File: config.mk
export PLATFORM = sky130hd
export DESIGN_NAME = rf_code_repeat_qualifier
export DESIGN_NICKNAME = d
export VERILOG_FILES = /design/src/rcq_pkg.sv /design/src/rcq_divider.sv /design/src/rf_code_repeat_qualifier.sv
export SDC_FILE = /design/constraint.sdc
export NUM_CORES = 1
export LEC_CHECK = 0
export BUFFER_PORTS_ARGS = -buffer_cell sky130_fd_sc_hd__buf_2
export CORE_MARGIN = 3
export CORE_UTILIZATION = 55
export DETAILED_ROUTE_END_ITERATION = 8
export PLACE_DENSITY = 0.77
export SKIP_CTS_REPAIR_TIMING = 1
export SYNTH_ARGS = -nofsm -noshare
export SYNTH_HDL_FRONTEND = slang
export SYNTH_HIERARCHICAL = 1
export SYNTH_SLANG_ARGS = --single-unit
export TNS_END_PERCENT = 30
File: constraint.sdc
create_clock -name clk -period 7.2 [get_ports clk]
set_input_delay 0.72 -clock clk [delete_from_list [all_inputs] [get_ports clk]]
set_output_delay 0.72 -clock clk [all_outputs]
set_load 0.005 [all_outputs]
File: src/rcq_pkg.sv
// ----------------------------------------------------------------------------
// rcq_pkg: shared types and constants of the code repeat qualifier
// Field widths, register indexes, reset values and the divider interface.
// ----------------------------------------------------------------------------
`default_nettype none

package rcq_pkg;

  // Field widths of a decoded frame and of a report.
  localparam int PROTO_W = 8;
  localparam int CODE_W  = 32;
  localparam int BITS_W  = 7;
  localparam int PULSE_W = 16;
  localparam int STAMP_W = 32;
  localparam int COUNT_W = 8;
  localparam int SUM_W   = 24;

  // Divider operand widths: numerator is 2*sum+n, denominator is 2*n.
  localparam int DIV_NUM_W = SUM_W + 2;
  localparam int DIV_DEN_W = COUNT_W + 1;

  // Configuration port.
  localparam int CFG_INDEX_W = 2;
  localparam int CFG_DATA_W  = 16;
  localparam int WINDOW_W    = 16;
  localparam int NEEDED_W    = 8;
  localparam int DEBOUNCE_W  = 16;

  localparam logic [CFG_INDEX_W-1:0] CFG_REPEAT_WINDOW = 2'd0;
  localparam logic [CFG_INDEX_W-1:0] CFG_REPEATS_NEEDED = 2'd1;
  localparam logic [CFG_INDEX_W-1:0] CFG_DEBOUNCE = 2'd2;

  localparam logic [WINDOW_W-1:0]   WINDOW_RESET   = 16'd200;
  localparam logic [NEEDED_W-1:0]   NEEDED_RESET   = 8'd3;
  localparam logic [DEBOUNCE_W-1:0] DEBOUNCE_RESET = 16'd500;

  // One decoded frame.
  typedef struct packed {
    logic [PROTO_W-1:0] proto_id;
    logic [CODE_W-1:0]  frame_code;
    logic [BITS_W-1:0]  frame_bits;
    logic [PULSE_W-1:0] pulse_width;
    logic [STAMP_W-1:0] stamp_ms;
  } rcq_frame_t;

  // One qualified report.
  typedef struct packed {
    logic [PROTO_W-1:0] out_proto;
    logic [CODE_W-1:0]  out_code;
    logic [BITS_W-1:0]  out_bits;
    logic [PULSE_W-1:0] avg_pulse;
  } rcq_report_t;

  // Divider status back to the sequencer.
  typedef struct packed {
    logic busy;
    logic done;
  } rcq_div_stat_t;

endpackage

`default_nettype wire

File: src/rcq_divider.sv
// ----------------------------------------------------------------------------
// rcq_divider: bit-serial restoring divider
// Produces one quotient bit per cycle; the quotient holds after done pulses.
// ----------------------------------------------------------------------------
`default_nettype none

module rcq_divider #(
  parameter int NUM_W = rcq_pkg::DIV_NUM_W,
  parameter int DEN_W = rcq_pkg::DIV_DEN_W
) (
  input  wire logic                clk,
  input  wire logic                rst,
  input  wire logic                start,
  input  wire logic [NUM_W-1:0]    numer,
  input  wire logic [DEN_W-1:0]    denom,
  output rcq_pkg::rcq_div_stat_t   stat,
  output logic      [NUM_W-1:0]    quot
);

  localparam int CNT_W = $clog2(NUM_W + 1);

  logic [NUM_W-1:0] shreg;
  logic [DEN_W-1:0] rem;
  logic [DEN_W-1:0] den;
  logic [CNT_W-1:0] cnt;
  logic             done;

  logic [DEN_W:0] rem_shift;
  logic [DEN_W:0] trial;
  logic           fits;

  // Shift in the next numerator bit and try a subtraction.
  always_comb begin
    rem_shift = {rem, shreg[NUM_W-1]};
    trial     = rem_shift - {1'b0, den};
    fits      = (rem_shift >= {1'b0, den});
  end

  // Control: iteration counter and the done pulse.
  always_ff @(posedge clk) begin
    if (rst) begin
      cnt  <= '0;
      done <= 1'b0;
    end else begin
      done <= 1'b0;
      if (start) begin
        cnt <= CNT_W'(NUM_W);
      end else if (cnt != '0) begin
        cnt <= cnt - 1'b1;
        if (cnt == CNT_W'(1)) begin
          done <= 1'b1;
        end
      end
    end
  end

  // Datapath: quotient bits enter the numerator shift register.
  always_ff @(posedge clk) begin
    if (start) begin
      shreg <= numer;
      rem   <= '0;
      den   <= denom;
    end else if (cnt != '0) begin
      shreg <= {shreg[NUM_W-2:0], fits};
      rem   <= fits ? trial[DEN_W-1:0] : rem_shift[DEN_W-1:0];
    end
  end

  assign stat.busy = (cnt != '0);
  assign stat.done = done;
  assign quot      = shreg;

endmodule

`default_nettype wire

File: src/rf_code_repeat_qualifier.sv
// ----------------------------------------------------------------------------
// rf_code_repeat_qualifier: repeat counting and debouncing of radio frames
// Tracks runs of identical frames and reports a qualified, debounced code.
// ----------------------------------------------------------------------------
// A frame that does not complete a run, or that is suppressed by the debounce
// check, is taken in the idle state and the block stays ready. A frame
// that is reported is accepted, and frame_ready stays low while the divider
// is loaded, the bit-serial average divider runs (one quotient bit per
// cycle over the 26-bit numerator 2*sum+n), the divider flags done and the
// result moves into the report register, plus any stall on the report side
// while a previous report still waits.
// Configuration writes are always taken and must only be issued while the
// block is idle.
`default_nettype none

module rf_code_repeat_qualifier (
  input  wire logic                                clk,
  input  wire logic                                rst,
  input  wire logic                                frame_valid,
  output logic                                     frame_ready,
  input  wire rcq_pkg::rcq_frame_t                 frame,
  output logic                                     report_valid,
  input  wire logic                                report_ready,
  output rcq_pkg::rcq_report_t                     report,
  input  wire logic                                cfg_valid,
  output logic                                     cfg_ready,
  input  wire logic [rcq_pkg::CFG_INDEX_W-1:0]     cfg_index,
  input  wire logic [rcq_pkg::CFG_DATA_W-1:0]      cfg_data
);

  typedef enum logic [3:0] {
    S_IDLE = 4'b0001,
    S_LOAD = 4'b0010,
    S_DIV  = 4'b0100,
    S_OUT  = 4'b1000
  } rcq_state_t;

  rcq_state_t state, state_next;

  // Configuration registers.
  logic [rcq_pkg::WINDOW_W-1:0]   repeat_window_ms;
  logic [rcq_pkg::NEEDED_W-1:0]   repeats_needed;
  logic [rcq_pkg::DEBOUNCE_W-1:0] debounce_ms;

  // Run and last-report state.
  logic [rcq_pkg::PROTO_W-1:0] run_proto;
  logic [rcq_pkg::CODE_W-1:0]  run_code;
  logic [rcq_pkg::BITS_W-1:0]  run_bits;
  logic [rcq_pkg::COUNT_W-1:0] run_count;
  logic [rcq_pkg::SUM_W-1:0]   run_pulse_sum;
  logic [rcq_pkg::STAMP_W-1:0] run_time;
  logic [rcq_pkg::PROTO_W-1:0] sent_proto;
  logic [rcq_pkg::CODE_W-1:0]  sent_code;
  logic [rcq_pkg::BITS_W-1:0]  sent_bits;
  logic [rcq_pkg::STAMP_W-1:0] sent_time;

  // Divider operands captured at acceptance.
  logic [rcq_pkg::SUM_W-1:0]   op_sum;
  logic [rcq_pkg::COUNT_W-1:0] op_n;

  logic take;
  logic restart;
  logic hit;
  logic suppress;
  logic fire;
  logic report_free;
  logic [rcq_pkg::STAMP_W-1:0] run_gap;
  logic [rcq_pkg::STAMP_W-1:0] sent_gap;
  logic [rcq_pkg::COUNT_W-1:0] new_count;
  logic [rcq_pkg::SUM_W-1:0]   new_sum;

  logic                              div_start;
  logic [rcq_pkg::DIV_NUM_W-1:0]     div_numer;
  logic [rcq_pkg::DIV_DEN_W-1:0]     div_denom;
  logic [rcq_pkg::DIV_NUM_W-1:0]     div_quot;
  rcq_pkg::rcq_div_stat_t            div_stat;

  assign cfg_ready   = 1'b1;
  assign frame_ready = (state == S_IDLE);
  assign take        = frame_valid && frame_ready;
  assign report_free = !report_valid || report_ready;

  // Run tracking and the debounce decision for the offered frame.
  always_comb begin
    run_gap  = frame.stamp_ms - run_time;
    sent_gap = frame.stamp_ms - sent_time;
    restart  = (frame.frame_code != run_code) || (frame.proto_id != run_proto) ||
               (frame.frame_bits != run_bits) ||
               (run_gap > rcq_pkg::STAMP_W'(repeat_window_ms));
    new_count = (restart ? '0 : run_count) + 1'b1;
    new_sum   = (restart ? '0 : run_pulse_sum) + rcq_pkg::SUM_W'(frame.pulse_width);
    hit       = (new_count >= repeats_needed);
    suppress  = (frame.proto_id == sent_proto) && (frame.frame_code == sent_code) &&
                (frame.frame_bits == sent_bits) &&
                (sent_gap <= rcq_pkg::STAMP_W'(debounce_ms));
    fire      = hit && !suppress;
  end

  // Sequencer.
  always_comb begin
    state_next = state;
    unique case (state)
      S_IDLE: begin
        if (take && fire) begin
          state_next = S_LOAD;
        end
      end
      S_LOAD: begin
        state_next = S_DIV;
      end
      S_DIV: begin
        if (div_stat.done) begin
          state_next = S_OUT;
        end
      end
      S_OUT: begin
        if (report_free) begin
          state_next = S_IDLE;
        end
      end
      default: begin
        state_next = S_IDLE;
      end
    endcase
  end

  always_ff @(posedge clk) begin
    if (rst) begin
      state <= S_IDLE;
    end else begin
      state <= state_next;
    end
  end

  // Configuration writes; an index beyond the list is ignored.
  always_ff @(posedge clk) begin
    if (rst) begin
      repeat_window_ms <= rcq_pkg::WINDOW_RESET;
      repeats_needed   <= rcq_pkg::NEEDED_RESET;
      debounce_ms      <= rcq_pkg::DEBOUNCE_RESET;
    end else if (cfg_valid && cfg_ready) begin
      unique case (cfg_index)
        rcq_pkg::CFG_REPEAT_WINDOW: repeat_window_ms <= cfg_data[rcq_pkg::WINDOW_W-1:0];
        rcq_pkg::CFG_REPEATS_NEEDED: repeats_needed <= cfg_data[rcq_pkg::NEEDED_W-1:0];
        rcq_pkg::CFG_DEBOUNCE:      debounce_ms <= cfg_data[rcq_pkg::DEBOUNCE_W-1:0];
        default: begin
        end
      endcase
    end
  end

  // Run and last-report state update on each accepted frame.
  always_ff @(posedge clk) begin
    if (rst) begin
      run_proto     <= '0;
      run_code      <= '0;
      run_bits      <= '0;
      run_count     <= '0;
      run_pulse_sum <= '0;
      run_time      <= '0;
      sent_proto    <= '0;
      sent_code     <= '0;
      sent_bits     <= '0;
      sent_time     <= '0;
    end else if (take) begin
      if (hit) begin
        run_proto     <= '0;
        run_code      <= '0;
        run_bits      <= '0;
        run_count     <= '0;
        run_pulse_sum <= '0;
        run_time      <= '0;
        if (!suppress) begin
          sent_proto <= frame.proto_id;
          sent_code  <= frame.frame_code;
          sent_bits  <= frame.frame_bits;
          sent_time  <= frame.stamp_ms;
        end
      end else begin
        run_proto     <= frame.proto_id;
        run_code      <= frame.frame_code;
        run_bits      <= frame.frame_bits;
        run_count     <= new_count;
        run_pulse_sum <= new_sum;
        run_time      <= frame.stamp_ms;
      end
    end
  end

  // Capture the run totals for the average.
  always_ff @(posedge clk) begin
    if (take && fire) begin
      op_sum <= new_sum;
      op_n   <= new_count;
    end
  end

  // Rounded average: (2*sum + n) / (2*n).
  assign div_start = (state == S_LOAD);
  assign div_numer = {op_sum, 1'b0} + rcq_pkg::DIV_NUM_W'(op_n);
  assign div_denom = {op_n, 1'b0};

  rcq_divider #(
    .NUM_W (rcq_pkg::DIV_NUM_W),
    .DEN_W (rcq_pkg::DIV_DEN_W)
  ) u_divider (
    .clk   (clk),
    .rst   (rst),
    .start (div_start),
    .numer (div_numer),
    .denom (div_denom),
    .stat  (div_stat),
    .quot  (div_quot)
  );

  // Report register; the reported frame is the one just recorded as sent.
  always_ff @(posedge clk) begin
    if (rst) begin
      report_valid <= 1'b0;
    end else if (state == S_OUT && report_free) begin
      report_valid <= 1'b1;
    end else if (report_ready) begin
      report_valid <= 1'b0;
    end
  end

  always_ff @(posedge clk) begin
    if (state == S_OUT && report_free) begin
      report.out_proto <= sent_proto;
      report.out_code  <= sent_code;
      report.out_bits  <= sent_bits;
      report.avg_pulse <= div_quot[rcq_pkg::PULSE_W-1:0];
    end
  end

`ifndef NO_ASSERTIONS
  // The divider finishes only while the sequencer waits for it.
  a_done_in_div: assert property (@(posedge clk) disable iff (rst)
    div_stat.done |-> state == S_DIV)
    else $error("divider done outside of the divide state");

  // A frame that is reported starts the divider load next.
  a_fire_loads: assert property (@(posedge clk) disable iff (rst)
    (take && fire) |=> (state == S_LOAD && !frame_ready))
    else $error("reported frame did not start the average");

  // A run is cleared before its count can reach the wrap value.
  a_count_bound: assert property (@(posedge clk) disable iff (rst)
    run_count != {rcq_pkg::COUNT_W{1'b1}})
    else $error("run count reached its maximum");

  // The divider is never restarted while it is still busy.
  a_no_restart: assert property (@(posedge clk) disable iff (rst)
    div_start |-> !div_stat.busy)
    else $error("divider restarted while busy");
`endif

endmodule

`default_nettype wire
After elaboration in Yosys (flattened, before gate mapping)

Index checks and enable logic that the tools add are counted.
W data, S select, Z words.

Register bits: 379
Bits of input ports: 118
Output and inout bits: 66
Logic and storage cells: 100

$add $sub $neg: 7
Magnitude comparators: 4
Eq/ne operators: 16
Multiplexer cells: 20
Bitwise gates (word level): 2
Reduce and logical (&&, ||, !) cells: 24

Operators with widths:

| kind                  | count |
|---|---|
| $mux W32              | 2 |
| $sub A32 B32 Y32      | 2 |
| $mux W26              | 2 |
| $mux W24              | 2 |
| $eq A32 B32 Y1        | 1 |
| $gt A32 B16 Y1        | 1 |
| $le A32 B16 Y1        | 1 |
| $ne A32 B32 Y1        | 1 |
| $add A25 B8 Y26       | 1 |
| $add A24 B16 Y24      | 1 |
| $mux W8               | 3 |
| $pmux W4 S4           | 1 |
| $mux W4               | 3 |
| $ge A10 B9 Y1         | 1 |
| $mux W5               | 2 |
| $mux W9               | 1 |
| $sub A9 B9 Y9         | 1 |
| $add A8 B1 Y8 const B | 1 |
| $eq A8 B8 Y1          | 1 |
| $ge A8 B8 Y1          | 1 |
| $ne A8 B8 Y1          | 1 |
| $eq A7 B7 Y1          | 1 |
| $logic_and A1 B1 Y1   | 7 |
| $mux W7               | 1 |
| other kinds (22)      | 34 |

Depth between registers and ports, before layout

Gate-level depths: netlist of the first run.

Depth in word-level cells: 11
Mapped depth: 34
Depth with buffers taken out: 32

Modules after synthesis

The synthesis of the first run kept the hierarchy.

By module, submodules not included:

| module                   | instances | cells each | area each (um^2) | sequential area each (um^2) |
|---|---|---|---|---|
| rf_code_repeat_qualifier | 1         | 2,317      | 19,676.4         | 7,557.2 |
| rcq_divider              | 1         | 201        | 2,531.2          | 1,351.3 |

Worst setup path after synthesis of the first run

No wires, ideal clock.

Kind: input to register
From: in frame[0] (netlist name)
To: reg op_n[0] (netlist name) (enable)
Setup time: 0.357 ns
Arrival time: 6.797 ns
Required time: 6.843 ns
Path slack: 0.047 ns
Stages: 31
Buffers on the path: 3
Cell sequence: inv_1 -> ha_1 -> fa_1 -> nand2b_1 -> a21oi_1 -> o21ai_0 -> nand2b_1 -> a21oi_1 -> xnor2_1 -> ha_1 -> nand4_1 -> or4_1 -> o31a_1 -> a2111oi_0 -> and4bb_1 -> nand4b_1 -> a2111oi_4 -> buf_6 -> and2_1 -> ha_1 -> and3_1 -> nand3_1 -> xnor2_1 -> and2_1 -> ha_1 -> nand2_1 -> o21a_1 -> nor2_1 -> o31a_1 -> buf_4 -> buf_4

Word-level cells in the longest chain between the ends: 8
Elaborated cells between the ends (all ways): 12

RTL lines:

| what                   | RTL line                        | source |
|---|---|---|
| start, declared        | rf_code_repeat_qualifier.sv:21  | `input wire rcq_pkg::rcq_frame_t frame,` |
| $sub A32 B32 Y32       | rf_code_repeat_qualifier.sv:85  | `run_gap = frame.stamp_ms - run_time;` |
| $gt A32 B16 Y1         | rf_code_repeat_qualifier.sv:89  | `(run_gap > rcq_pkg::STAMP_W'(repeat_window_ms));` |
| $logic_or A1 B1 Y1     | rf_code_repeat_qualifier.sv:88  | `(frame.frame_bits != run_bits) \|\|` |
| $mux W8                | rf_code_repeat_qualifier.sv:90  | `new_count = (restart ? '0 : run_count) + 1'b1;` |
| $add A8 B1 Y8          | rf_code_repeat_qualifier.sv:90  |  |
| via new_count, one bit | rf_code_repeat_qualifier.sv:69  | `logic [rcq_pkg::COUNT_W-1:0] new_count;` |
| $ge A8 B8 Y1           | rf_code_repeat_qualifier.sv:92  | `hit = (new_count >= repeats_needed);` |
| $logic_and A1 B1 Y1    | rf_code_repeat_qualifier.sv:96  | `fire = hit && !suppress;` |
| $logic_and A1 B1 Y1    | rf_code_repeat_qualifier.sv:192 | `if (take && fire) begin` |
| end signal, assigned   | rf_code_repeat_qualifier.sv:194 | `op_n <= new_count;` |
| end, declared          | rf_code_repeat_qualifier.sv:59  | `logic [rcq_pkg::COUNT_W-1:0] op_n;` |

The timed path passes the listed nets, and every way through them passes these cells.
A chain may end at the register's enable or synchronous reset.

Final worst setup path of the first run

From: reg run_time[1] (netlist name)
To: reg sent_code[21] (netlist name)

Word-level cells in the longest chain between the ends: 7

RTL lines:

| what                               | RTL line                        | source |
|---|---|---|
| start, declared                    | rf_code_repeat_qualifier.sv:51  | `logic [rcq_pkg::STAMP_W-1:0] run_time;` |
| start signal, assigned             | rf_code_repeat_qualifier.sv:185 | `run_time <= frame.stamp_ms;` |
| $sub A32 B32 Y32                   | rf_code_repeat_qualifier.sv:85  |  |
| $gt A32 B16 Y1                     | rf_code_repeat_qualifier.sv:89  |  |
| $logic_or A1 B1 Y1                 | rf_code_repeat_qualifier.sv:88  |  |
| $mux W8                            | rf_code_repeat_qualifier.sv:90  |  |
| $add A8 B1 Y8                      | rf_code_repeat_qualifier.sv:90  |  |
| via new_count, one bit             | rf_code_repeat_qualifier.sv:69  |  |
| $ge A8 B8 Y1                       | rf_code_repeat_qualifier.sv:92  |  |
| $reduce_and A3 Y1 (no source line) | n/a                             |  |
| end signal, assigned               | rf_code_repeat_qualifier.sv:175 | `sent_code <= frame.frame_code;` |
| end, declared                      | rf_code_repeat_qualifier.sv:53  | `logic [rcq_pkg::CODE_W-1:0] sent_code;` |

The timed path passes the listed nets, and every way through them passes these cells.

==> impl_summary.log, run 1 <==
[metrics] number of cells in the finished layout apart from fillers: ~3.3k
[metrics] initial antenna violation count: 1
[metrics] maximum number of pins on one net before global-route repair: between 100 and 150
[metrics] average cell area after synthesis: just under 9 um2
[metrics] power density over cell area: between 200 and 250 nW/um2
[metrics] storage element area: between 8000 and 9000 um2
[metrics] cell depth of the worst hold path: 3
[metrics] # Max-Cap Violations: 0
[metrics] Critical Path Slowest Stage Cell: sky130_fd_sc_hd__or4_1
[metrics] standby leakage power: between 10 and 15 nW
[metrics] FMAX: approximately 0.15 GHz
[metrics] number of flops mapped to enable cells by yosys: 130
[metrics] routability congestion estimate from global placement: between 0.9 and 1
[metrics] CP Data Required Time: approximately 7.7 ns
[metrics] number of fill cells: 3207
[metrics] area of the core: between 30000 and 40000 um2
[metrics] deepest clock path buffer count: 3
[metrics] number of I/O port buffers: between 150 and 200
[metrics] parity-gate share of the synthesized area counting xor and xnor cells: under 10%
[metrics] cell mode on critical path: sky130_fd_sc_hd__a21o_1
[metrics] switching power total: 1.791 mW
[metrics] outcome: complete, no violations
[metrics] first-pass GRT wire length: roughly 94 mm
[metrics] total internal power: around 4.5 mW
[metrics] Total Nets Final: between 2k and 3k
[metrics] CTS root buf: sky130_fd_sc_hd__clkbuf_16
[metrics] detailed-route via count: 19.02k
[metrics] Routed WL: between 60 and 70 mm
[metrics] drt via density: 5.835
[metrics] combinational fraction of design power: between 20% and 30%
[metrics] warnings from Yosys: 6
[metrics] Synth Area in Adders: slightly above 8%
[metrics] WL/cell: 18.43 um
[metrics] main combinational cell family by area after synthesis: simple AND/OR/NAND/NOR gates
[metrics] initial drt markers: between 1k and 1.5k
[metrics] post-synth net total: approximately 2.8k
[metrics] headroom to the max-slew limit: about 17%
[metrics] number of core rows: a little over 70
[metrics] type of destination of the critical path: register
[metrics] switching power share of the total: between 20 and 30%
[metrics] Least-Margin Pin Slew: 1.251 ns
[metrics] CTS H-tree lvls: 2
[metrics] synthesized area: around 22000 um2
[metrics] total gr overflow: 0
[metrics] share of the yosys chip area belonging to registers: between 40% and 50%
[metrics] multiplexer area fraction after synthesis: ~5.8%
[metrics] cell total after placement: roughly 3.2k
[metrics] clock transition at the register clock pins on the worst setup and hold paths after CTS: about 0.060 ns
[metrics] count of endpoints failing setup in the final report: 0
[metrics] kind of launch point of the worst setup path: register
[metrics] number of pins with negative max-slew slack in the final report: 0
[metrics] clock tree from TritonCTS: built
[metrics] power share of the sequential group: between 40% and 50%
[metrics] initial core utilization: between 50% and 60%
[metrics] area taken by multi-input logic gates: roughly 12000 um2
[metrics] compound-gate portion of the synthesized area: between 10% and 20%
[metrics] die outline height: around 210 um
[metrics] data arrival time of the critical path: 7.22 ns
[metrics] TritonCTS Sinks: between 300 and 400
[metrics] Horiz. Die Dim: 206.9 um
[metrics] Total GRT Usage: a little over a quarter
[metrics] Simple-Gate Fraction of Synth Area: approximately a fifth
[metrics] setup skew after layout: approximately 0.025 ns
[metrics] area of the die: about 43000 um2
[metrics] vias in the first global route: between 15k and 20k
[metrics] clock latency reported for the late side of the worst-skew pair: 0.57 ns
[metrics] part of the cycle the worst path needs: about 94%
[metrics] area overhead of the layout relative to synthesis: 15.75%
[metrics] clock power share: between 30% and 40%
[metrics] number of instances in the synthesized netlist: between 2k and 3k
[metrics] number of top-level pins: 184
[metrics] asr flop ratio synth: 0%
[metrics] DRT antenna net count: 0
[metrics] number of search-and-repair iterations in the first detailed-routing pass: 6
[metrics] hold violation count in the final report: 0
[metrics] Synth Register Bits: 380
[metrics] estimated wirelength of the detail-placed design: about 44 mm
[metrics] cell count of the worst reg-to-reg path: 32
[metrics] prevailing post-synth register cell: sky130_fd_sc_hd__dfxtp_1
[metrics] CP peak stage delay: between 0.4 and 0.5 ns
[metrics] number of buffers added by the clock tree synthesis step: 43
[metrics] shortest clock period the worst path allows after layout: 6.773 ns
[metrics] VDD IR-drop max: 181.3 uV
[metrics] type of the worst setup path: register to register
[metrics] maximum fanout count along the critical path: 18
[metrics] Unique masters post-synth: 88
[metrics] kind of path behind the tightest hold check: primary input to register
[metrics] DRC violation count after routing: 0
[metrics] layout cell share with drive strength beyond 1: roughly 15%
[metrics] sum of negative setup slack: 0 ns
-- critical path, delay by kind of cell (launching register included) --
kind | cells | cell delay (ns)
mux | 1 | 0.16
simple gates | 8 | 1.41
fa+ha+maj | 4 | 1.13
flops | 1 | 0.39
buf+inv | 5 | 0.73
xor+xnor | 1 | 0.08
compound gates | 13 | 2.76
-- area by class of cell --
type / count / share of cell area, %
clock inverter: 26 / 1.631
clock buffer: 54 / 4.668
inverter: 156 / 2.288
timing repair buffer: 272 / 6.829
multi-input combinational: 1852 / 47.40
tap: 518 / 2.521
antenna: 1 / 0.009735
sequential: 380 / 34.66
-- cells in the final DEF, fill, tap and decap left out, types with 11 or more instances in the layout --
master and n:
sky130_fd_sc_hd__nand2b_1 16, sky130_fd_sc_hd__xnor2_1 93, sky130_fd_sc_hd__mux2_2 26, sky130_fd_sc_hd__mux2i_1 96, sky130_fd_sc_hd__clkbuf_16 48, sky130_fd_sc_hd__ha_1 136
sky130_fd_sc_hd__xor2_1 99, sky130_fd_sc_hd__o21ai_1 29, sky130_fd_sc_hd__and3_1 22, sky130_fd_sc_hd__nor2b_1 17, sky130_fd_sc_hd__inv_1 154, sky130_fd_sc_hd__dfxtp_1 250
sky130_fd_sc_hd__buf_2 181, sky130_fd_sc_hd__o211ai_1 32, sky130_fd_sc_hd__o21ai_0 54, sky130_fd_sc_hd__edfxtp_1 130, sky130_fd_sc_hd__buf_4 80, sky130_fd_sc_hd__nor4_1 33
sky130_fd_sc_hd__nor3_1 35, sky130_fd_sc_hd__nor2_1 93, sky130_fd_sc_hd__a21o_1 37, sky130_fd_sc_hd__a211oi_1 13, sky130_fd_sc_hd__a31oi_1 16, sky130_fd_sc_hd__and2_1 30
sky130_fd_sc_hd__o21bai_1 11, sky130_fd_sc_hd__a21oi_1 212, sky130_fd_sc_hd__nand2_1 422, sky130_fd_sc_hd__nand4_1 36, sky130_fd_sc_hd__nand3_1 126
-- state kept, by name (all words and copies together) (netlist names), 9 cells and up --
register,flops
run_pulse_sum,24
u_divider/quot,26
run_time,32
sent_time,32
repeat_window_ms,16
report,63
debounce_ms,16
run_code,32
u_divider/den,9
sent_code,32
op_sum,24
u_divider/rem,9
-- power by group through the flow --
stage	Clock [mW]	Combinational, mW	Sequential, mW
3_3_place_gp	0	1.24	2.59
2_1_floorplan	0	0.958	2.56
3_5_place_dp	0	1.28	2.60
4_1_cts	2.50	1.29	2.56
6_report	2.47	1.31	2.56
5_1_grt	2.58	1.45	2.58
-- worst paths after layout --
path	start	end	slack, ns
setup / recovery	run_time[1]	sent_code[21]	0.43
hold / removal	cfg_data[4]	repeat_window_ms[4]	0.43
setup reg to reg	run_time[1]	sent_code[21]	0.43
hold reg to reg	run_pulse_sum[14]	run_pulse_sum[14]	0.45
-- metal layers --
layer	vias to the layer above	wire (um)	track usage [%]
met5	-	0	0
met4	0	1817	8.307
met3	128	3539	3.215
met2	551	29130	47.05
met1	9110	25590	35.87
li1	9228	-	-
-- cells in the mapped netlist, types with 6 or more instances --
library cell                instances  area, um2
sky130_fd_sc_hd__buf_4              7      52.55
sky130_fd_sc_hd__edfxtp_1         130       3904
sky130_fd_sc_hd__nand3_1          126      630.6
sky130_fd_sc_hd__o21a_1            11      82.58
sky130_fd_sc_hd__or3_1              8      50.05
sky130_fd_sc_hd__a21o_1            37      277.8
sky130_fd_sc_hd__mux2i_1           97      970.9
sky130_fd_sc_hd__nand4_1           36      225.2
sky130_fd_sc_hd__buf_6             11      123.9
sky130_fd_sc_hd__clkbuf_1         101      379.1
sky130_fd_sc_hd__inv_1            154      578.1
sky130_fd_sc_hd__nand2_1          423       1588
sky130_fd_sc_hd__a2111oi_0         11      96.34
sky130_fd_sc_hd__and4_1             7      61.31
sky130_fd_sc_hd__o211ai_1          32      240.2
sky130_fd_sc_hd__and3_1            22      137.6
sky130_fd_sc_hd__and2_1            30      187.7
sky130_fd_sc_hd__a31oi_1           16      100.1
sky130_fd_sc_hd__xnor2_1           93      814.5
sky130_fd_sc_hd__o21ai_0           55      275.3
sky130_fd_sc_hd__buf_2              6      30.03
sky130_fd_sc_hd__a21oi_1          213       1066
sky130_fd_sc_hd__xor2_1            99      867.1
sky130_fd_sc_hd__nor4_1            33      206.5
sky130_fd_sc_hd__o2111ai_1          7      61.31
sky130_fd_sc_hd__nor4b_1            6      52.55
sky130_fd_sc_hd__nor3_1            35      175.2
sky130_fd_sc_hd__a211oi_1          13      97.59
sky130_fd_sc_hd__nand2b_1          16      100.1
sky130_fd_sc_hd__nor2_1            94      352.8
sky130_fd_sc_hd__ha_1             137       1714
sky130_fd_sc_hd__o21bai_1          11      82.58
sky130_fd_sc_hd__mux2_2            26      292.8
sky130_fd_sc_hd__o21ai_1           28      140.1
sky130_fd_sc_hd__nand3b_1           8      60.06
sky130_fd_sc_hd__nor2b_1           17      106.4
sky130_fd_sc_hd__dfxtp_1          250       5005
-- cells by family (layout without fill, tap and decap cells) --
logic type                 after synthesis  after routing
xor gates and xnor gates               192            192
AOI/OAI and AO/OA                      506            506
and+or+nand+nor                        886            886
other                                    2              3
DFF                                    380            380
muxes                                  124            124
adders and majority gates              142            142
buffers and inverters                  286            508
-- per-stage QoR --
step           power, mW  hold slack, ns  instance area, um2  setup slack, ns  utilization, %
2_1_floorplan      3.515          0.4222               22210          0.04660               -
6_report           6.329          0.4311               25710           0.4273           65.45
3_5_place_dp       3.880          0.4394               23940          -0.2508           60.95
4_1_cts            6.343          0.4045               25560           0.2173           65.07
5_1_grt            6.602          0.4216               25700         -0.01069           65.44
3_3_place_gp       3.827          0.4348               23940         -0.04822           60.95
Power figures use the tool's default switching activity.
==> inputs of run 2 (changes only) <==
Settings changed: BUFFER_PORTS_ARGS -buffer_cell sky130_fd_sc_hd__buf_2 to -buffer_cell sky130_fd_sc_hd__buf_4.
==> run 2 against run 1 <==
Clock power down 4%. Critical path depth down 2. Sequential power hardly changed. Maximum frequency down 0.98%. Hold slack lost 0.031 ns. Non-clock buffer count shrank 17. Register-to-register slack got worse by 0.07 ns. First-iteration DRC count decreased by 1.5%. Global-route usage down 0.23 points.
==> impl_summary.log, run 2 (synthesized netlist as in run 1, its figures left out) <==
[metrics] CP peak stage delay: between 0.4 and 0.5 ns
[metrics] drt via density: roughly 6
[metrics] Routed WL: between 50 and 60 mm
[metrics] initial antenna violation count: 1
[metrics] Least-Margin Pin Slew: approximately 1.3 ns
[metrics] routability congestion estimate from global placement: about 0.92
[metrics] Total GRT Usage: about 27%
[metrics] utilization after layout: 65.79%
[metrics] clock latency reported for the late side of the worst-skew pair: between 0.5 and 0.6 ns
[metrics] deepest clock path buffer count: 3
[metrics] area taken by multi-input logic gates: about 12000 um2
[metrics] total gr overflow: 0
[metrics] kind of path behind the tightest hold check: primary input to register
[metrics] area of the core: between 30000 and 40000 um2
[metrics] cell count of the worst reg-to-reg path: 30
[metrics] number of cells in the finished layout apart from fillers: between 3k and 4k
[metrics] Critical Path Slowest Stage Cell: sky130_fd_sc_hd__or4_1
[metrics] initial core utilization: 56.54%
[metrics] worst r2r dst: run_code[8]
[metrics] number of core rows: slightly above 70
[metrics] most frequent standard cell in the layout excluding fill and tap cells: sky130_fd_sc_hd__nand2_1
[metrics] Horiz. Die Dim: around 210 um
[metrics] number of fill cells: approximately 3.2k
[metrics] WL/cell: 18.51 um
[metrics] CP Data Required Time: around 7.7 ns
[metrics] setup repair after global routing missed its margin: false
[metrics] cell mode on critical path: sky130_fd_sc_hd__ha_1
[metrics] headroom to the max-slew limit: roughly 12%
[metrics] standby leakage power: approximately 10 nW
[metrics] hold violation count in the final report: 0
[metrics] number of buffers added by the clock tree synthesis step: 42
[metrics] Total Nets Final: roughly 2.9k
[metrics] type of destination of the critical path: register
[metrics] # Max-Cap Violations: 0
[metrics] VDD IR-drop max: approximately 170 uV
[metrics] maximum fanout count along the critical path: 35
[metrics] max reg flops: 63
[metrics] area of the die: roughly 43000 um2
[metrics] count of endpoints failing setup in the final report: 0
[metrics] clock tree from TritonCTS: built
[metrics] Diodes inserted: 0
[metrics] power density over cell area: about 240 nW/um2
[metrics] setup skew after layout: around 0.019 ns
[metrics] FMAX: approximately 0.15 GHz
[metrics] cell total after placement: between 3k and 4k
[metrics] maximum number of pins on one net before global-route repair: between 100 and 150
[metrics] number of top-level pins: ~180
[metrics] number of search-and-repair iterations in the first detailed-routing pass: 5
[metrics] layout cell share with drive strength beyond 1: between 10% and 20%
[metrics] cell depth of the worst hold path: 3
[metrics] Post-DP Area: around 24000 um2
[metrics] summed area of non-filler cells in the final layout: 25840 um2
[metrics] number of I/O port buffers: between 150 and 200
[metrics] kind of launch point of the worst setup path: register
[metrics] die outline height: a little over 200 um
[metrics] data arrival time of the critical path: 7.32 ns
[metrics] detailed-route via count: 19.02k
[metrics] part of the cycle the worst path needs: around 95%
[metrics] most flop-heavy register: report
[metrics] CTS root buf: sky130_fd_sc_hd__clkbuf_16
[metrics] estimated wirelength of the detail-placed design: ~43 mm
[metrics] launch point of the worst hold path: cfg_data[5]
[metrics] vias in the first global route: about 18k
[metrics] initial drt markers: 1336
[metrics] launching point of the worst reg2reg path: run_time[1]
[metrics] clock transition at the register clock pins on the worst setup and hold paths after CTS: ~0.06 ns
[metrics] R2R setup slack: between 0.3 and 0.4 ns
[metrics] DRT antenna net count: 0
[metrics] CTS H-tree lvls: 2
[metrics] Hold Crit Endpoint: debounce_ms[5]
[metrics] TritonCTS Sinks: 380
[metrics] shortest clock period the worst path allows after layout: around 6.8 ns
[metrics] DRC violation count after routing: 0
[metrics] type of the worst setup path: register to register
[metrics] number of pins with negative max-slew slack in the final report: 0
[metrics] leading cell types in the layout, fill and taps excluded: 422 x sky130_fd_sc_hd__nand2_1, 250 x sky130_fd_sc_hd__dfxtp_1, 249 x sky130_fd_sc_hd__buf_4
[metrics] outcome: complete, no violations
[metrics] first-pass GRT wire length: between 90 and 100 mm
[metrics] storage element area: 8909 um2
[metrics] area overhead of the layout relative to synthesis: 16.36%
-- run 2: changes by cell type in the layout (fill, tap and decap cells not counted), sizes merged --
cell	previous run	this run
buf	269	254
bufinv	10	9
clkbuf	57	56
clkinv	9	11
clkinvlp	6	0
diode	1	0
inv	157	159
-- run 2: layout make-up --
| cell class | count | share of cell area [%] |
|---|---|---|
| multi-input cells | 1852 | 47.15 |
| flip-flops and latches | 380 | 34.47 |
| repair buffers | 255 | 7.699 |
| clock buffers | 55 | 4.372 |
| well taps | 518 | 2.508 |
| inverters | 156 | 2.276 |
| clock inverters | 23 | 1.520 |
-- run 2: metrics by stage --
step	TNS (ns)	hold WS, ns	total power [mW]	worst slack, ns
2_1_floorplan	0	0.4222	3.515	0.04660
3_3_place_gp	-0.3120	0.4301	3.835	-0.02145
3_5_place_dp	-19.22	0.4412	3.894	-0.2050
4_1_cts	0	0.3695	6.268	0.2630
5_1_grt	0	0.4044	6.531	0.01781
6_report	0	0.4004	6.252	0.3602
-- run 2: how the worst max path moves through the flow --
stage                      from           endpoint  slack, ns  cells after the start
global placement       frame[0]       sent_time[2]      -0.02                     33
CTS                 run_time[1]  run_pulse_sum[17]       0.26                     30
floorplan              frame[0]            op_n[0]       0.05                     31
global route        run_time[1]  run_pulse_sum[17]       0.02                     30
finish              run_time[1]        run_code[8]       0.36                     30
detailed placement     frame[0]  run_pulse_sum[17]      -0.21                     33
-- run 2: metal layers --
layer / vias to the layer above / part of all wire (%) / track usage (%)
met5: - / 0.022 / 0
met4: 2 / 3.1 / 9.439
met3: 126 / 5.8 / 3.575
met2: 583 / 49 / 47.01
met1: 9132 / 42 / 34.54
li1: 9181 / - / -
-- run 2: where the power goes --
group / switching (mW) / internal (mW) / leakage, nW
Clock: 0.920 / 1.45 / 0.743
Combinational: 0.776 / 0.550 / 6.32
Sequential: 0.105 / 2.45 / 3.26
-- run 2: worst max-delay path, delay by kind of cell (launching register included) --
kind / cells / cell delay, ns
xor gates and xnor gates: 2 / 0.29
and+or+nand+nor: 8 / 1.49
DFF: 1 / 0.38
AOI/OAI and AO/OA: 12 / 2.87
adders and majority gates: 4 / 1.07
buffers and inverters: 4 / 0.60
